<file path="src/hdl/nlat_pkg.sv">
`default_nettype none
package nlat_pkg;

  localparam int TableDepth = 16;
  localparam int KeyBits    = 32;
  localparam int SlotBits   = (TableDepth > 1) ? $clog2(TableDepth) : 1;
  localparam int CntBits    = 16;

  typedef logic [SlotBits-1:0] slot_t;

  typedef enum logic [2:0] {
    OP_ADD    = 3'd0,
    OP_UPDATE = 3'd1,
    OP_REMOVE = 3'd2,
    OP_FIND   = 3'd3,
    OP_TICK   = 3'd4
  } op_t;

  typedef enum logic [2:0] {
    EV_ACK       = 3'd0,
    EV_NEW       = 3'd1,
    EV_REMOVED   = 3'd2,
    EV_TARDY     = 3'd3,
    EV_STALE     = 3'd4,
    EV_RETIRED   = 3'd5,
    EV_TICK_DONE = 3'd6
  } ev_t;

  typedef enum logic [1:0] {
    CFG_TARDY  = 2'd0,
    CFG_STALE  = 2'd1,
    CFG_RETIRE = 2'd2
  } cfg_idx_t;

  typedef enum logic [2:0] {
    ST_IDLE,
    ST_SCAN,
    ST_OP,
    ST_TICK,
    ST_DONE,
    ST_OUT
  } state_t;

  // controller -> datapath
  typedef struct packed {
    logic load;      // capture input beat
    logic scan_clr;  // reset slot pointer and search flags
    logic scan_step; // examine slot at pointer, advance
    logic do_op;     // apply add/update/remove/find result
    logic tick_step; // age slot at pointer, may produce a result
    logic tick_done; // produce closing tick result
    logic pop;       // output holding register taken
  } cmd_t;

  // datapath -> controller
  typedef struct packed {
    logic is_tick;
    logic ptr_last;
    logic emitted;   // tick_step produced a result
  } sts_t;

endpackage
`default_nettype wire

</file>
<file path="src/hdl/node_liveness_aging_table_unit.sv">
`default_nettype none
// Node liveness aging table.
// Input stream: one beat per command (add, update, remove, find, tick) with a
// node id and type. Output stream: result beats, tlast on the final one of
// each command. Config: cfg_we/cfg_addr/cfg_wdata write tardy (0), stale (1)
// and retire (2) thresholds; write only while idle.
// Flow: a lookup walks the table one slot per cycle over all TableDepth
// slots; for add/update/remove/find the result is then applied and
// registered, and the result beat is held in the output register until taken.
// A tick first sets up, then visits one slot per cycle, pausing at each
// reporting slot until its result beat is taken; after the last slot the
// tick-done beat is registered and offered.
// One command is in flight at a time; in_tready is high only when idle, so
// the next input beat can be taken in the cycle after the last result beat leaves.
// Output is held in a register; while out_tready is low the walk pauses
// and the beat stays stable. Nothing is lost when the receiver stalls.
// Reset (rst_n low, synchronous) empties the table and restores the
// thresholds to 6, 10 and 20. No clearing pass is needed.
module node_liveness_aging_table_unit (
  input  wire         clk,
  input  wire         rst_n,
  input  wire         in_tvalid,
  output logic        in_tready,
  input  wire  [55:0] in_tdata,   // operation[2:0], node_id[34:3], node_type[50:35]
  output logic        out_tvalid,
  input  wire         out_tready,
  output logic [55:0] out_tdata,  // event_res[2:0], ok[3], result_id[35:4],
                                  // result_type[51:36]
  output logic        out_tlast,
  input  wire         cfg_we,
  input  wire  [1:0]  cfg_addr,
  input  wire  [15:0] cfg_wdata
);

  nlat_pkg::cmd_t cmd;
  nlat_pkg::sts_t sts;
  logic [2:0]  ev;
  logic        ok;
  logic [31:0] rid;
  logic [15:0] rtype;

  nlat_ctrl u_ctrl (
    .clk(clk), .rst_n(rst_n), .in_tvalid(in_tvalid), .in_tready(in_tready),
    .out_tready(out_tready), .out_tvalid(out_tvalid), .sts(sts), .cmd(cmd)
  );

  nlat_dp u_dp (
    .clk(clk), .rst_n(rst_n), .op_in(in_tdata[2:0]), .id_in(in_tdata[34:3]),
    .type_in(in_tdata[50:35]), .cfg_we(cfg_we), .cfg_addr(cfg_addr),
    .cfg_wdata(cfg_wdata), .cmd(cmd), .sts(sts), .ev_o(ev), .ok_o(ok),
    .id_o(rid), .type_o(rtype), .last_o(out_tlast)
  );

  assign out_tdata = {4'd0, rtype, rid, ok, ev};

endmodule
`default_nettype wire

</file>
<file path="src/hdl/nlat_ctrl.sv">
`default_nettype none
module nlat_ctrl (
  input  wire              clk,
  input  wire              rst_n,
  input  wire              in_tvalid,
  output logic             in_tready,
  input  wire              out_tready,
  output logic             out_tvalid,
  input  nlat_pkg::sts_t   sts,
  output nlat_pkg::cmd_t   cmd
);

  nlat_pkg::state_t state_r, state_nxt;
  nlat_pkg::state_t ret_r, ret_nxt;

  always_ff @(posedge clk) begin
    if (!rst_n) begin
      state_r <= nlat_pkg::ST_IDLE;
      ret_r   <= nlat_pkg::ST_IDLE;
    end else begin
      state_r <= state_nxt;
      ret_r   <= ret_nxt;
    end
  end

  always_comb begin
    state_nxt  = state_r;
    ret_nxt    = ret_r;
    cmd        = '0;
    in_tready  = 1'b0;
    out_tvalid = 1'b0;
    unique case (state_r)
      nlat_pkg::ST_IDLE: begin
        in_tready = 1'b1;
        if (in_tvalid) begin
          cmd.load     = 1'b1;
          cmd.scan_clr = 1'b1;
          state_nxt    = nlat_pkg::ST_SCAN;
        end
      end
      nlat_pkg::ST_SCAN: begin
        if (sts.is_tick) begin
          state_nxt = nlat_pkg::ST_TICK;
        end else begin
          cmd.scan_step = 1'b1;
          if (sts.ptr_last) state_nxt = nlat_pkg::ST_OP;
        end
      end
      nlat_pkg::ST_OP: begin
        cmd.do_op = 1'b1;
        ret_nxt   = nlat_pkg::ST_IDLE;
        state_nxt = nlat_pkg::ST_OUT;
      end
      nlat_pkg::ST_TICK: begin
        cmd.tick_step = 1'b1;
        if (sts.emitted) begin
          ret_nxt   = sts.ptr_last ? nlat_pkg::ST_DONE : nlat_pkg::ST_TICK;
          state_nxt = nlat_pkg::ST_OUT;
        end else if (sts.ptr_last) begin
          state_nxt = nlat_pkg::ST_DONE;
        end
      end
      nlat_pkg::ST_DONE: begin
        cmd.tick_done = 1'b1;
        ret_nxt       = nlat_pkg::ST_IDLE;
        state_nxt     = nlat_pkg::ST_OUT;
      end
      nlat_pkg::ST_OUT: begin
        out_tvalid = 1'b1;
        if (out_tready) begin
          cmd.pop   = 1'b1;
          state_nxt = ret_r;
        end
      end
      default: state_nxt = nlat_pkg::ST_IDLE;
    endcase
  end

endmodule
`default_nettype wire

</file>
<file path="src/hdl/nlat_dp.sv">
`default_nettype none
module nlat_dp (
  input  wire                clk,
  input  wire                rst_n,
  input  wire  [2:0]         op_in,
  input  wire  [31:0]        id_in,
  input  wire  [15:0]        type_in,
  input  wire                cfg_we,
  input  wire  [1:0]         cfg_addr,
  input  wire  [15:0]        cfg_wdata,
  input  nlat_pkg::cmd_t     cmd,
  output nlat_pkg::sts_t     sts,
  output logic [2:0]         ev_o,
  output logic               ok_o,
  output logic [31:0]        id_o,
  output logic [15:0]        type_o,
  output logic               last_o
);

  localparam int D = nlat_pkg::TableDepth;
  localparam int K = nlat_pkg::KeyBits;
  localparam int S = nlat_pkg::SlotBits;

  logic [15:0] tardy_r, stale_r, retire_r;
  logic [D-1:0] valid_r, valid_nxt;
  logic [K-1:0]  key_r  [D];
  logic [15:0]   kind_r [D];
  logic [15:0]   cnt_r  [D];

  logic [2:0]  op_r;
  logic [K-1:0] key_in_r;
  logic [15:0] type_in_r;
  logic [S-1:0] ptr_r;
  logic        hit_r, free_r;
  logic [S-1:0] hit_slot_r, free_slot_r;

  logic [K-1:0] key_c;
  logic [15:0]  cnt_c;
  logic         v_c;

  always_comb begin
    key_c = key_r[ptr_r];
    cnt_c = cnt_r[ptr_r];
    v_c   = valid_r[ptr_r];
  end

  assign sts.is_tick  = (op_r == 3'(nlat_pkg::OP_TICK));
  assign sts.ptr_last = (ptr_r == S'(D - 1));
  assign sts.emitted  = v_c && ((cnt_c >= retire_r) || (cnt_c == tardy_r) ||
                                (cnt_c == stale_r));

  always_comb begin
    valid_nxt = valid_r;
    if (cmd.do_op) begin
      if (op_r == 3'(nlat_pkg::OP_ADD)) begin
        if (hit_r) valid_nxt[hit_slot_r] = 1'b1;
        else if (free_r) valid_nxt[free_slot_r] = 1'b1;
      end else if (op_r == 3'(nlat_pkg::OP_REMOVE) && hit_r) begin
        valid_nxt[hit_slot_r] = 1'b0;
      end
    end
    if (cmd.tick_step && v_c && cnt_c >= retire_r) valid_nxt[ptr_r] = 1'b0;
  end

  always_ff @(posedge clk) begin
    if (!rst_n) begin
      tardy_r  <= 16'd6;
      stale_r  <= 16'd10;
      retire_r <= 16'd20;
      valid_r  <= '0;
    end else begin
      valid_r <= valid_nxt;
      if (cfg_we) begin
        unique case (cfg_addr)
          2'(nlat_pkg::CFG_TARDY):  tardy_r  <= cfg_wdata;
          2'(nlat_pkg::CFG_STALE):  stale_r  <= cfg_wdata;
          2'(nlat_pkg::CFG_RETIRE): retire_r <= cfg_wdata;
          default: ;
        endcase
      end
    end
  end

  always_ff @(posedge clk) begin
    if (cmd.load) begin
      op_r      <= op_in;
      key_in_r  <= K'(id_in);
      type_in_r <= type_in;
    end
    if (cmd.scan_clr) begin
      ptr_r  <= '0;
      hit_r  <= 1'b0;
      free_r <= 1'b0;
    end
    if (cmd.scan_step) begin
      if (v_c && key_c == key_in_r && !hit_r) begin
        hit_r      <= 1'b1;
        hit_slot_r <= ptr_r;
      end
      if (!v_c && !free_r) begin
        free_r      <= 1'b1;
        free_slot_r <= ptr_r;
      end
      if (!sts.ptr_last) ptr_r <= ptr_r + 1'b1;
    end
    if (cmd.do_op) begin
      last_o <= 1'b1;
      id_o   <= 32'(key_in_r);
      unique case (op_r)
        3'(nlat_pkg::OP_ADD): begin
          if (hit_r || free_r) begin
            ev_o   <= nlat_pkg::EV_NEW;
            ok_o   <= 1'b1;
            type_o <= type_in_r;
            key_r [hit_r ? hit_slot_r : free_slot_r] <= key_in_r;
            kind_r[hit_r ? hit_slot_r : free_slot_r] <= type_in_r;
            cnt_r [hit_r ? hit_slot_r : free_slot_r] <= '0;
          end else begin
            ev_o   <= nlat_pkg::EV_ACK;
            ok_o   <= 1'b0;
            type_o <= '0;
          end
        end
        3'(nlat_pkg::OP_UPDATE), 3'(nlat_pkg::OP_FIND): begin
          ev_o   <= nlat_pkg::EV_ACK;
          ok_o   <= hit_r;
          type_o <= hit_r ? kind_r[hit_slot_r] : 16'd0;
          if (hit_r && op_r == 3'(nlat_pkg::OP_UPDATE)) cnt_r[hit_slot_r] <= '0;
        end
        3'(nlat_pkg::OP_REMOVE): begin
          ev_o   <= hit_r ? nlat_pkg::EV_REMOVED : nlat_pkg::EV_ACK;
          ok_o   <= hit_r;
          type_o <= hit_r ? kind_r[hit_slot_r] : 16'd0;
        end
        default: begin
          ev_o   <= nlat_pkg::EV_ACK;
          ok_o   <= 1'b0;
          type_o <= '0;
        end
      endcase
    end
    if (cmd.tick_step) begin
      if (v_c) begin
        ok_o   <= 1'b1;
        last_o <= 1'b0;
        id_o   <= 32'(key_c);
        type_o <= kind_r[ptr_r];
        if (cnt_c >= retire_r) ev_o <= nlat_pkg::EV_RETIRED;
        else if (cnt_c == tardy_r) ev_o <= nlat_pkg::EV_TARDY;
        else ev_o <= nlat_pkg::EV_STALE;
        if (cnt_c < retire_r && cnt_c != 16'hFFFF) cnt_r[ptr_r] <= cnt_c + 16'd1;
      end
      if (!sts.ptr_last) ptr_r <= ptr_r + 1'b1;
    end
    if (cmd.tick_done) begin
      ev_o   <= nlat_pkg::EV_TICK_DONE;
      ok_o   <= 1'b1;
      id_o   <= '0;
      type_o <= '0;
      last_o <= 1'b1;
    end
  end

endmodule
`default_nettype wire

</file>
<file path="config.mk">
export PLATFORM = sky130hd
export DESIGN_NAME = node_liveness_aging_table_unit
export DESIGN_NICKNAME = d
export VERILOG_FILES = /design/src/hdl/nlat_pkg.sv /design/src/hdl/node_liveness_aging_table_unit.sv /design/src/hdl/nlat_ctrl.sv /design/src/hdl/nlat_dp.sv
export SDC_FILE = /design/constraint.sdc
export NUM_CORES = 2
export LEC_CHECK = 0
export BUFFER_PORTS_ARGS = -buffer_cell sky130_fd_sc_hd__buf_2
export CORE_MARGIN = 2
export CORE_UTILIZATION = 40
export DETAILED_ROUTE_END_ITERATION = 16
export SYNTH_ARGS = -nofsm -noshare
export SYNTH_HDL_FRONTEND = slang
export SYNTH_SLANG_ARGS = --single-unit
</file>
<file path="constraint.sdc">
create_clock -name clk -period 14.9 [get_ports clk]
set_input_delay 1.49 -clock clk [delete_from_list [all_inputs] [get_ports clk]]
set_output_delay 1.49 -clock clk [all_outputs]
set_load 0.005 [all_outputs]
</file>
==> results.yml <==
outcome:
  status: "finished clean"
detailed_routing:
  ant_nets: 0
  drt_pre_antenna_iters: 8
  wirelength_mm: 134
  drtIter0Drc: 3001
  wl_per_cell_um: 28.4
  vias: 27800
  drcViolationCount: 0
  viasPerCell: 5.88
grt:
  gr-usage-all-layers_pct: 20.6
  grt_max_degree: 131
  grt_pass1_vias: 28500
  grt_pass1_wl_mm: 194
  overflow: 0
  antenna_found_initial: 4
die:
  start_util_pct: 40.3
  die_area_um2: 130000
  num_io_pins: 138
  core_area_um2: 126000
  die_w_um: 360
  num_rows: 130
  die_y_um: 360
timing:
  fin_tns_setup_ps: 0
  finalSetupViolCount: 0
  worst_slew_pin_slew_ps: 1280
  slew-limit-headroom_pct: 14.2
  rsz0062_at_grt: "false"
  max_freq_mhz: 151
  hold_violations: 0
  min_period_ps: 6630
  skew_ps: 33.2
  finalCritPeriodShare_pct: 44.5
  slew_violations: 0
cells_and_area:
  final_util_pct: 46.0
  num-nets-final: 3065
  drive_gt1_share_pct: 27.2
  areaGrowthSynthToFinish_pct: 14.2
  design_area_um2: 57900
worst_setup_path:
  arrival_ps: 7040
  r2r_slack_ps: 8270
  rr_endpoint: "u_dp.cnt_r[14][3]"
  crit_end: "u_dp.cnt_r[14][3]"
  r2r_start: "u_dp.ptr_r[0]"
  reg2regPathDepth: 14
  worst_ep_required_time_ps: 15310
  crit_path_max_fanout: 99
  critPathKind: "reg -> reg"
  startpoint: "u_dp.ptr_r[0]"
  end_kind: "flip-flop"
  worstSetupStartpointType: "flip-flop"
pwr:
  clkPwrFrac_pct: 37.2
  power.share.combinational_pct: 17.9
  pwr-share-seq_pct: 44.9
  p_leak_nw: 17.6
  intPower_mw: 6.55
  p_switching_mw: 2.38
  p_per_area_nw_per_um2: 154
  irDropWorstVdd_uv: 149
  switching_share_pct: 26.7
yosys:
  synth_area_leaders: "edfxtp_1 64%, mux4_2 16%, dfxtp_1 5.2%"
  synth-seq-cells: 1215
  avgSynthCellArea_um2: 18.1
  async_reset_ff_share_pct: 0
  synthTopCellsByCount: "1083 x edfxtp_1, 365 x mux4_2, 242 x nand2_1"
  synthesis.area_um2: 50700
  synth-warning-count: 0
  ys.flop_type: "edfxtp_1"
  ys_seq_area_share_pct: 69.4
  yosysMostFrequentCell: "edfxtp_1"
  yosys.area.top_type: "edfxtp_1"
  synthCells: 2800
  synth_top_area_share_pct: 64.2
  synth_cell_type_count: 73
  synth-edff-count: 1083
clock_network:
  clk_latency_ps: 750
  postCtsHoldBufs: 0
  clockBufferDepth: 3
  htreeDepth: 4
  cts_buffers: 133
  post_cts_buffers: 0
  cts_root_buf: "clkbuf_16"
  cts_tree: "built"
  clock-sinks: 1215
  clkTransAtPathRegs_ps: 60
  cts_resized: 0
worst_hold_path:
  hold_path_class: "reg -> reg"
place:
  dp.final_hpwl_mm: 73.0
  placed_cell_area_um2: 53400
  io_buffer_count: 128
  gp_congestion: 0.872
job:
  max_cap_viol_count: 0
## power groups by stage
| stage | sequential [mW] | clock [mW] | combinational, mW |
|---|---|---|---|
| after floorplan | 3.97 | 0 | 1.25 |
| after global placement | 4.06 | 0 | 1.59 |
| after detailed placement | 4.08 | 0 | 1.61 |
| after CTS | 4.01 | 3.38 | 1.61 |
| after global routing | 4.03 | 3.52 | 1.71 |
| final | 4.01 | 3.32 | 1.60 |
## final cells by class
class	count	area, µm²
clock inverters	68	793
inverters	32	121
well taps	1650	2060
fillers	10500	67900
diodes	2	5.00
flip-flops and latches	1215	35200
clock buffers	177	3650
repair buffers	196	1190
multi-input cells	1387	14900
## critical path, cell delays in order, from the launching register on
cell and delay [ps]:
dfxtp_4 820, buf_12 700, buf_4 680, inv_2 370
mux2i_1 600, mux2i_1 410, ha_1 400, a21oi_1 130
o21ai_0 140, a221o_1 370, a311o_1 340, buf_4 240
or3_1 440, o22ai_2 190, buf_4 370
## metal layers
layer / wire [µm] / global-route usage (%)
met1: 54700 / 27.2
met2: 65600 / 33.8
met3: 10100 / 4.34
met4: 3710 / 6.99
met5: 0 / 0
## how the worst min path moves through the flow
stage                            from             endpoint  slack, ps  cells after the start
floorplan               u_dp.ptr_r[3]  u_dp.free_slot_r[3]        420                      0
global placement    u_dp.retire_r[13]    u_dp.retire_r[13]        450                      2
detailed placement   u_dp.retire_r[3]     u_dp.retire_r[3]        450                      2
CTS                  u_dp.retire_r[3]     u_dp.retire_r[3]        460                      2
global route         u_dp.retire_r[3]     u_dp.retire_r[3]        470                      2
finish               u_dp.retire_r[3]     u_dp.retire_r[3]        460                      2
## cell families (layout without fill, tap and decap cells)
logic type,Yosys count,count (layout),share of synthesized area [%]
simple gates,498,498,4.33
mux,456,456,18.2
compound gates,317,317,4.18
xor+xnor,91,91,1.57
buf+inv,201,473,1.85
fa+ha+maj,21,21,0.518
flops,1215,1215,69.4
other cells,1,6,0.00740
## registers in the layout (all words and copies together) (netlist names), 2 cells and up, named ones only
| name | cells |
|---|---|
| u_dp.valid_r | 16 |
| u_dp.op_r | 3 |
| u_dp.free_slot_r | 4 |
| u_dp.ptr_r | 4 |
| u_dp.key_r | 512 |
| u_dp.key_in_r | 32 |
| u_dp.retire_r | 16 |
| u_dp.hit_slot_r | 4 |
| u_ctrl.state_r | 3 |
| u_dp.type_o | 16 |
| u_dp.tardy_r | 16 |
| u_dp.type_in_r | 16 |
| u_dp.id_o | 32 |
| u_dp.cnt_r | 256 |
| u_dp.kind_r | 256 |
| u_dp.ev_o | 3 |
| u_ctrl.ret_r | 2 |
| u_dp.stale_r | 16 |
## per-stage QoR
stage	setup WS, ps	power [mW]	std cells	hold WS [ps]
finish	8270	8.93	4727	457
global route	7930	9.26	4727	467
CTS	8240	9.00	4725	456
detailed placement	8270	5.68	4480	449
global placement	8330	5.66	4480	446
floorplan	9840	5.22	2803	420
## placed cells by master (no fill, tap or decap), drive strengths merged, types with 10 or more instances in the layout
cell type and n:
nor2 119, bufinv 12, clkinv 42, and3 16
xor2 35, dfxtp 132, nand3 20, nand2 242
buf 196, nand4 15, inv 44, a31oi 23
xnor2 56, nand2b 10, a22oi 39, o21ai 47
mux2i 75, nor2b 17, nor3 22, mux2 14
edfxtp 1083, ha 21, o22ai 20, mux4 367
a21oi 83, clkbuf 177, a311oi 27, a211oi 29
(Power assumes the default switching activity.)
